File: config.mk
export PLATFORM = sky130hd
export DESIGN_NAME = weekday_from_reference_date_top
export DESIGN_NICKNAME = d
export VERILOG_FILES = /design/src/rtl/core/wdfrd_pkg.sv /design/src/rtl/core/weekday_from_reference_date_top.sv /design/src/rtl/core/wdfrd_dp.sv /design/src/rtl/core/wdfrd_ctrl.sv
export VERILOG_INCLUDE_DIRS = /design/src /design/src/rtl/core
export SDC_FILE = /design/constraint.sdc
export NUM_CORES = 1
export LEC_CHECK = 0
export BUFFER_PORTS_ARGS = -buffer_cell sky130_fd_sc_hd__buf_2
export CORE_MARGIN = 2
export CORE_UTILIZATION = 30
export DETAILED_ROUTE_END_ITERATION = 10
export SLEW_MARGIN = 5
export SYNTH_ARGS = -nofsm -noshare
export SYNTH_HDL_FRONTEND = slang
export SYNTH_SLANG_ARGS = --single-unit
export TNS_END_PERCENT = 100
File: constraint.sdc
create_clock -name i_clk -period 5.8 [get_ports i_clk]
set_clock_uncertainty 0.05 [all_clocks]
set_input_delay 0.87 -clock i_clk [delete_from_list [all_inputs] [get_ports i_clk]]
set_output_delay 0.87 -clock i_clk [all_outputs]
set_load 0.005 [all_outputs]
File: src/rtl/core/weekday_from_reference_date_top_defines.svh
// assertion macros shared by the weekday-from-reference-date rtl
// no dependencies; included inside module bodies after the package import
`ifndef WEEKDAY_FROM_REFERENCE_DATE_TOP_DEFINES_SVH
`define WEEKDAY_FROM_REFERENCE_DATE_TOP_DEFINES_SVH

// same-cycle implication, disabled while reset is asserted
`define WDFRD_ASSERT_NOW(lbl, clk, rst_n, ante, cons) \
    lbl: assert property (@(posedge clk) disable iff (!rst_n) (ante) |-> (cons)) \
        else $error("wdfrd assertion failed");

// next-cycle implication, disabled while reset is asserted
`define WDFRD_ASSERT_NEXT(lbl, clk, rst_n, ante, cons) \
    lbl: assert property (@(posedge clk) disable iff (!rst_n) (ante) |=> (cons)) \
        else $error("wdfrd assertion failed");

`endif

File: src/rtl/core/wdfrd_pkg.sv
// package for the weekday-from-reference-date block
// holds controller states, command/status structs, calendar constants and month length
`default_nettype none

package wdfrd_pkg;

    localparam int PACK_W = 28;

    localparam logic [13:0] YEAR_MIN = 14'd1000;
    localparam logic [13:0] YEAR_MAX = 14'd9999;
    localparam logic [6:0]  MONTH_MIN = 7'd1;
    localparam logic [6:0]  DAY_MIN = 7'd1;
    localparam logic [2:0]  WEEKDAY_MAX = 3'd6;

    localparam logic [6:0] MON_JAN = 7'd1;
    localparam logic [6:0] MON_FEB = 7'd2;
    localparam logic [6:0] MON_APR = 7'd4;
    localparam logic [6:0] MON_JUN = 7'd6;
    localparam logic [6:0] MON_SEP = 7'd9;
    localparam logic [6:0] MON_NOV = 7'd11;
    localparam logic [6:0] MON_DEC = 7'd12;

    localparam logic [4:0] LEN_31 = 5'd31;
    localparam logic [4:0] LEN_30 = 5'd30;
    localparam logic [4:0] LEN_29 = 5'd29;
    localparam logic [4:0] LEN_28 = 5'd28;

    // packed date = year * 10000 + month * 100 + day
    localparam logic [PACK_W-1:0] PACK_YEAR  = 28'd10000;
    localparam logic [PACK_W-1:0] PACK_MONTH = 28'd100;
    // month rollover adds 100 + 1 - day, year rollover goes from 1231 to 10101
    localparam logic [PACK_W-1:0] PACK_MONTH_STEP = 28'd101;
    localparam logic [PACK_W-1:0] PACK_YEAR_STEP  = 28'd8870;

    // year / 100 as (year * 5243) >> 19, exact for 14-bit years
    localparam logic [26:0] YEAR_RECIP  = 27'd5243;
    localparam int          RECIP_SHIFT = 19;
    localparam logic [13:0] CENTURY     = 14'd100;
    localparam logic [6:0]  CENTURY_LAST = 7'd99;

    typedef enum logic [2:0] {
        ST_IDLE,
        ST_LOAD,
        ST_SPLIT,
        ST_CHECK,
        ST_RUN,
        ST_DONE
    } t_state;

    typedef struct packed {
        logic capture;
        logic load;
        logic split;
        logic check;
        logic step;
    } t_dp_cmd;

    typedef struct packed {
        logic ref_ok;
        logic below;
    } t_dp_sts;

    function automatic logic [4:0] month_len(input logic [6:0] month, input logic leap);
        logic [4:0] len;
        case (month)
            MON_FEB: len = leap ? LEN_29 : LEN_28;
            MON_APR, MON_JUN, MON_SEP, MON_NOV: len = LEN_30;
            default: len = LEN_31;
        endcase
        return len;
    endfunction

endpackage

`default_nettype wire

File: src/rtl/core/weekday_from_reference_date_top.sv
// top level of the weekday-from-reference-date block
// depends on wdfrd_pkg, wdfrd_ctrl and wdfrd_dp
//
// usage: drive the reference date, its weekday and the target date, and raise start.
// a transaction is accepted at a rising edge with start high and busy low; the fields
// are sampled at that edge. busy stays high until the result has been shown.
// the result (o_weekday, o_valid_res) is shown for exactly one cycle with o_done high;
// the receiver cannot stall it and must take it in that cycle.
// an invalid reference gives o_valid_res = 0 and o_weekday = 0; a valid reference is
// stepped n days before o_done, n = days stepped from reference to target.
// the day stepper advances one calendar day per cycle; n is 0 when the target is at
// or before the reference and about 3.3 million for a reference in year 1000 and a
// target near year 9999.
// a new transaction can be accepted in the cycle after o_done.
// reset (synchronous, active low) returns the controller to idle; any transaction in
// flight is dropped without a result.
`default_nettype none

module weekday_from_reference_date_top (
    input  logic        i_clk,
    input  logic        i_rst_n,
    input  logic        start,
    output logic        busy,
    input  logic [13:0] i_ref_year,
    input  logic [6:0]  i_ref_month,
    input  logic [6:0]  i_ref_day,
    input  logic [2:0]  i_ref_weekday,
    input  logic [13:0] i_target_year,
    input  logic [6:0]  i_target_month,
    input  logic [6:0]  i_target_day,
    output logic        o_done,
    output logic [2:0]  o_weekday,
    output logic        o_valid_res
);
    import wdfrd_pkg::*;

    t_dp_cmd w_cmd;
    t_dp_sts w_sts;

    wdfrd_ctrl u_ctrl (
        .i_clk   (i_clk),
        .i_rst_n (i_rst_n),
        .i_start (start),
        .i_sts   (w_sts),
        .o_cmd   (w_cmd),
        .o_busy  (busy),
        .o_done  (o_done)
    );

    wdfrd_dp u_dp (
        .i_clk          (i_clk),
        .i_rst_n        (i_rst_n),
        .i_cmd          (w_cmd),
        .i_ref_year     (i_ref_year),
        .i_ref_month    (i_ref_month),
        .i_ref_day      (i_ref_day),
        .i_ref_weekday  (i_ref_weekday),
        .i_target_year  (i_target_year),
        .i_target_month (i_target_month),
        .i_target_day   (i_target_day),
        .o_sts          (w_sts),
        .o_weekday      (o_weekday),
        .o_valid_res    (o_valid_res)
    );

endmodule

`default_nettype wire

File: src/rtl/core/wdfrd_dp.sv
// datapath: captures the dates, checks the reference and steps it one day per cycle
// depends on wdfrd_pkg and weekday_from_reference_date_top_defines.svh
`default_nettype none

module wdfrd_dp (
    input  logic               i_clk,
    input  logic               i_rst_n,
    input  wdfrd_pkg::t_dp_cmd i_cmd,
    input  logic [13:0]        i_ref_year,
    input  logic [6:0]         i_ref_month,
    input  logic [6:0]         i_ref_day,
    input  logic [2:0]         i_ref_weekday,
    input  logic [13:0]        i_target_year,
    input  logic [6:0]         i_target_month,
    input  logic [6:0]         i_target_day,
    output wdfrd_pkg::t_dp_sts o_sts,
    output logic [2:0]         o_weekday,
    output logic               o_valid_res
);
    import wdfrd_pkg::*;
    `include "weekday_from_reference_date_top_defines.svh"

    logic [13:0]       r_ry;
    logic [6:0]        r_month;
    logic [6:0]        r_day;
    logic [2:0]        r_wd;
    logic              r_valid;
    logic [13:0]       r_ty;
    logic [6:0]        r_tm;
    logic [6:0]        r_td;
    logic [26:0]       r_qprod;
    logic [PACK_W-1:0] r_pack;
    logic [PACK_W-1:0] r_tpack;
    // current year kept only as its residues
    logic [1:0]        r_ymod4;
    logic [6:0]        r_ymod100;
    logic [1:0]        r_cmod4;

    logic [7:0]        w_cent;
    logic [13:0]       w_cent_prod;
    logic              w_leap;
    logic [4:0]        w_mlen;
    logic              w_ref_ok;

    assign w_cent      = r_qprod[RECIP_SHIFT+7:RECIP_SHIFT];
    assign w_cent_prod = 14'({6'd0, w_cent} * CENTURY);
    assign w_leap      = (r_ymod4 == 2'd0) && ((r_ymod100 != 7'd0) || (r_cmod4 == 2'd0));
    assign w_mlen      = month_len(r_month, w_leap);
    assign w_ref_ok    = (r_ry >= YEAR_MIN) && (r_ry <= YEAR_MAX)
                      && (r_month >= MONTH_MIN) && (r_month <= MON_DEC)
                      && (r_day >= DAY_MIN) && (r_day <= {2'd0, w_mlen})
                      && (r_wd <= WEEKDAY_MAX);

    assign o_sts.ref_ok = w_ref_ok;
    assign o_sts.below  = r_pack < r_tpack;
    assign o_weekday    = r_wd;
    assign o_valid_res  = r_valid;

    always_ff @(posedge i_clk) begin
        if (i_cmd.capture) begin
            r_ry    <= i_ref_year;
            r_month <= i_ref_month;
            r_day   <= i_ref_day;
            r_wd    <= i_ref_weekday;
            r_ty    <= i_target_year;
            r_tm    <= i_target_month;
            r_td    <= i_target_day;
        end
        if (i_cmd.load) begin
            r_qprod <= {13'd0, r_ry} * YEAR_RECIP;
            r_pack  <= PACK_W'(r_ry) * PACK_YEAR + PACK_W'(r_month) * PACK_MONTH
                     + PACK_W'(r_day);
            r_tpack <= PACK_W'(r_ty) * PACK_YEAR + PACK_W'(r_tm) * PACK_MONTH
                     + PACK_W'(r_td);
        end
        if (i_cmd.split) begin
            r_ymod4   <= r_ry[1:0];
            r_ymod100 <= 7'(r_ry - w_cent_prod);
            r_cmod4   <= w_cent[1:0];
        end
        if (i_cmd.check) begin
            r_valid <= w_ref_ok;
            if (!w_ref_ok) begin
                r_wd <= 3'd0;
            end
        end
        if (i_cmd.step) begin
            r_wd <= (r_wd == WEEKDAY_MAX) ? 3'd0 : r_wd + 3'd1;
            if (r_day < {2'd0, w_mlen}) begin
                r_day  <= r_day + 7'd1;
                r_pack <= r_pack + PACK_W'(1);
            end else if (r_month < MON_DEC) begin
                r_day   <= DAY_MIN;
                r_month <= r_month + 7'd1;
                r_pack  <= r_pack + PACK_MONTH_STEP - PACK_W'(r_day);
            end else begin
                // new year: roll the residues forward
                r_day   <= DAY_MIN;
                r_month <= MON_JAN;
                r_pack  <= r_pack + PACK_YEAR_STEP;
                r_ymod4 <= r_ymod4 + 2'd1;
                if (r_ymod100 == CENTURY_LAST) begin
                    r_ymod100 <= 7'd0;
                    r_cmod4   <= r_cmod4 + 2'd1;
                end else begin
                    r_ymod100 <= r_ymod100 + 7'd1;
                end
            end
        end
    end

    `WDFRD_ASSERT_NEXT(a_step_advances, i_clk, i_rst_n, i_cmd.step, r_pack > $past(r_pack))
    `WDFRD_ASSERT_NEXT(a_step_date_ok, i_clk, i_rst_n, i_cmd.step,
                       r_day >= DAY_MIN && r_day <= 7'd31 && r_month <= MON_DEC)
    `WDFRD_ASSERT_NEXT(a_invalid_zero, i_clk, i_rst_n, i_cmd.check,
                       r_valid || r_wd == 3'd0)
    `WDFRD_ASSERT_NEXT(a_step_weekday, i_clk, i_rst_n, i_cmd.step, r_wd <= WEEKDAY_MAX)

endmodule

`default_nettype wire

File: src/rtl/core/wdfrd_ctrl.sv
// controller state machine: sequences capture, reference check and day stepping
// depends on wdfrd_pkg and weekday_from_reference_date_top_defines.svh
`default_nettype none

module wdfrd_ctrl (
    input  logic               i_clk,
    input  logic               i_rst_n,
    input  logic               i_start,
    input  wdfrd_pkg::t_dp_sts i_sts,
    output wdfrd_pkg::t_dp_cmd o_cmd,
    output logic               o_busy,
    output logic               o_done
);
    import wdfrd_pkg::*;
    `include "weekday_from_reference_date_top_defines.svh"

    t_state r_state;
    t_state n_state;

    always_ff @(posedge i_clk) begin
        if (!i_rst_n) begin
            r_state <= ST_IDLE;
        end else begin
            r_state <= n_state;
        end
    end

    always_comb begin
        n_state = r_state;
        o_cmd   = '0;
        o_busy  = 1'b1;
        o_done  = 1'b0;
        case (r_state)
            ST_IDLE: begin
                o_busy = 1'b0;
                if (i_start) begin
                    o_cmd.capture = 1'b1;
                    n_state       = ST_LOAD;
                end
            end
            ST_LOAD: begin
                o_cmd.load = 1'b1;
                n_state    = ST_SPLIT;
            end
            ST_SPLIT: begin
                o_cmd.split = 1'b1;
                n_state     = ST_CHECK;
            end
            ST_CHECK: begin
                o_cmd.check = 1'b1;
                n_state     = i_sts.ref_ok ? ST_RUN : ST_DONE;
            end
            ST_RUN: begin
                if (i_sts.below) begin
                    o_cmd.step = 1'b1;
                end else begin
                    n_state = ST_DONE;
                end
            end
            ST_DONE: begin
                o_done  = 1'b1;
                n_state = ST_IDLE;
            end
            default: begin
                n_state = ST_IDLE;
            end
        endcase
    end

    `WDFRD_ASSERT_NEXT(a_accept_busy, i_clk, i_rst_n, i_start && !o_busy, o_busy)
    `WDFRD_ASSERT_NEXT(a_accept_no_done, i_clk, i_rst_n, i_start && !o_busy, !o_done)
    `WDFRD_ASSERT_NEXT(a_done_frees, i_clk, i_rst_n, o_done, !o_busy && !o_done)
    `WDFRD_ASSERT_NOW(a_step_in_run, i_clk, i_rst_n, o_cmd.step, o_busy && !o_done)

endmodule

`default_nettype wire
==> key figures <==
Yosys
  – Syn Inst Count: 2194
  – Syn Area/Cell: 9.105 um^2
  – Top_reg_cell synth: edfxtp_1
  – Syn Nets: 2808
  – Synth unique cells: 84
  – Seq/Total Area, Yosys: 19.09%
  – Warnings, synthesis: 0
  – Asr flop ratio synth: 0%
  – Mapped Area: 0.01998 mm^2
  – FF+latch count, synth: 135
  – Post-synth EDFFs: 111

Critical path
  – Worst path most repeated cell: inv_1
  – Worst path max stage delay: 0.52 ns
  – Req. time, crit path: 5.96 ns
  – Setup CP Type: reg2reg
  – CP Cell Sequence: buf_4 > fa_1 > ha_1 > inv_1 > fa_1 > inv_1 > ha_1 > inv_1 > fa_1 > inv_1 > ha_1 > o21a_4 > a21boi_1 > or3_4 > a2111oi_4 > nand3_4 > a2111oi_4 > xnor2_1 > a211oi_2
  – Slowest CP cell: fa_1
  – Crit path launch type: flop
  – Crit. End Element: flop
  – Arr. time, crit path: 5.70 ns
  – Cell family with most CP delay: adder cells
  – Crit path buf inv count: 5
  – Critical Path Fanout Max: 6

CTS
  – Clock Path Buffers: 2
  – Total CTS buffers: 17
  – # hold bufs at CTS: 0
  – TritonCTS clock tree: done
  – Clock sink count: 135
  – H-tree levels: 4
  – Clock Latency Late Sink: 0.49 ns
  – Clock Root Buffer: clkbuf_16
  – Clock-pin transition on the worst setup and hold timing paths: 0.07 ns

Finish
  – Commonest non-fill, non-tap cell in the layout: ha_1
  – Share of cells above drive strength 1: 10.63%
  – Commonest non-fill, non-tap cells in the layout: ha_1, inv_1, nand2_1
  – Reg area: 0.003814 mm^2
  – # nets final: 2953
  – Area Growth Syn to Fin: 14.04%
  – Final instance count without filler cells: 3217
  – Fill cells: 6830
  – Footprint of the multi-input gates: 0.01473 mm^2
  – Fin util: 34.59%

Detailed routing
  – Post-route DRC: 0
  – Antenna viol nets, final: 0
  – Via count: 15.69k
  – Initial DRC count: 837
  – First-pass detailed-route iteration total: 6
  – Routed wire per std cell: 15.06 um
  – Via-to-Cell Ratio: 4.876
  – Routed WL: 48.44 mm

STA
  – Rel. slew slack: 44.37%
  – Min Tclk post-route: 5.544 ns
  – Final TNS setup: 0 ns
  – Final hold viol count: 0
  – Slew @ Worst Pin: 0.8345 ns
  – Final setup viols: 0
  – Fin crit share: 95.58%
  – Fin. max-slew vios: 0
  – Maximum clock frequency: 180.4 MHz

Global routing
  – Overall routing resource usage: 14.61%
  – Vias in the first global route: 15.43k
  – First-pass GRT wire length: 79.62 mm
  – Initial antenna violation count: 3
  – Largest net degree at the start of global routing: 45
  – Remaining Overflow, GRT: 0

Floorplanning
  – Top-level I/O count: 68
  – Starting Density: 30.33%
  – Die width: 262.1 um
  – Die H: 262.1 um
  – Core Region: 0.06586 mm^2
  – Rows: 94
  – Die footprint: 0.06867 mm^2

Placed design
  – Dpl cells: 3164
  – DP HPWL: 39.23 mm
  – # port buffers: 67
  – Routability Congestion: 0.8429

Flow run
  – Maxcap violations: 0

Status
  – Outcome: finished, final reports clean

Min path
  – Min-Delay Path Class: reg2reg
-- stage by stage --
stage	setup WS [ns]	cell area, um^2	hold WS [ns]
CTS	0.05010	22440	0.3706
global route	-0.02431	22780	0.3882
global placement	0.07037	21840	0.3526
finish	0.2564	22780	0.3706
floorplan	0.4434	19980	0.3503
detailed placement	0.01318	21840	0.3562
-- cell type report --
cell class / count / share of cell area (%)
flip-flops and latches: 135 / 16.74
repair buffers: 162 / 4.603
multi-input cells: 1622 / 64.68
clock inverters: 10 / 0.5328
well taps: 864 / 4.745
clock buffers: 22 / 2.082
diodes: 1 / 0.01098
inverters: 401 / 6.607
-- sequential cells by signal (all words and copies together), names as in the netlist, 14 cells and up --
register      cells
u_dp.r_ty        14
u_dp.r_ry        14
u_dp.r_pack      28
u_dp.r_tpack     28
-- cell families (layout without fill, tap and decap cells) --
family | Yosys count | count (layout) | synth area share, %
multiplexers | 8 | 8 | 0.4134
other | 0 | 1 | 0
buffers and inverters | 437 | 595 | 8.224
AND/OR/NAND/NOR | 446 | 446 | 10.89
XOR/XNOR | 130 | 130 | 5.700
flip-flops | 135 | 135 | 19.09
AO/OA/AOI/OAI | 486 | 486 | 16.53
adder cells (fa/ha/maj) | 552 | 552 | 39.16
-- path summary, 6_finish.rpt --
check                                            start                         to  slack [ns]  depth (start not counted)
worst max-delay path            u_dp.r_ry[6]$_DFFE_PP_  u_dp.r_pack[27]$_DFFE_PP_        0.26                         19
worst min-delay path            u_dp.r_td[1]$_DFFE_PP_  u_dp.r_tpack[1]$_DFFE_PP_        0.37                          0
worst max register to register  u_dp.r_ry[6]$_DFFE_PP_  u_dp.r_pack[27]$_DFFE_PP_        0.26                         19
worst min register to register  u_dp.r_td[1]$_DFFE_PP_  u_dp.r_tpack[1]$_DFFE_PP_        0.37                          0
-- cell usage after synthesis (5+ instances only) --
cell / number / area [um^2]
clkbuf_1: 27 / 101.4
xor2_1: 29 / 254.0
nand2_1: 138 / 518.0
o211ai_1: 22 / 165.2
a211o_1: 5 / 43.79
nor3_1: 30 / 150.1
o32ai_1: 5 / 43.79
nor2_1: 101 / 379.1
xnor2_1: 101 / 884.6
nand3_1: 48 / 240.2
edfxtp_1: 111 / 3333
and2_1: 11 / 68.82
fa_1: 122 / 2442
o41ai_1: 6 / 52.55
inv_1: 401 / 1505
a31oi_1: 21 / 131.4
nand4_1: 13 / 81.33
o22ai_1: 7 / 43.79
and3_1: 16 / 100.1
o21a_1: 15 / 112.6
buf_1: 7 / 26.28
o31ai_1: 11 / 82.58
o21bai_1: 15 / 112.6
a21o_1: 50 / 375.4
a221oi_1: 7 / 61.31
dfxtp_1: 24 / 480.5
a2111oi_0: 9 / 78.83
mux2i_1: 6 / 60.06
ha_1: 430 / 5380
nor3b_1: 6 / 45.04
o21ai_0: 92 / 460.4
a31o_2: 5 / 43.79
nor4_1: 5 / 31.28
nand2b_1: 17 / 106.4
a21oi_1: 118 / 590.6
or2_2: 6 / 37.54
or3_1: 19 / 118.9
nor2b_1: 12 / 75.07
a221o_1: 7 / 70.07
o221ai_1: 6 / 52.55
a21boi_0: 6 / 45.04
o211a_1: 6 / 60.06
a211oi_1: 24 / 180.2
-- worst register-to-register path, delay by kind of cell, from the launching register on --
family                     cells  cell delay (ns)
adders and majority gates      6             2.41
and+or+nand+nor                2             0.58
xor gates and xnor gates       1             0.17
AOI/OAI and AO/OA              5             1.20
buffers and inverters          5             0.37
DFF                            1             0.49
-- repair_timing --
action / 4_1_cts / 5_1_grt
setup buffers: 0 / 20
pin swaps: 0 / 9
endpoints found under the setup margin: 1 / 14
resized for setup: 1 / 33
-- per-layer routing --
| metal | track usage, % | wire length (um) |
|---|---|---|
| met5 | 0 | 13 |
| met4 | 4.143 | 739 |
| met3 | 2.990 | 1952 |
| met1 | 19.35 | 22920 |
| met2 | 24.06 | 22810 |
Power is not shown: default switching activity piles up to over one toggle a cycle in this logic, so the estimate is an artifact.
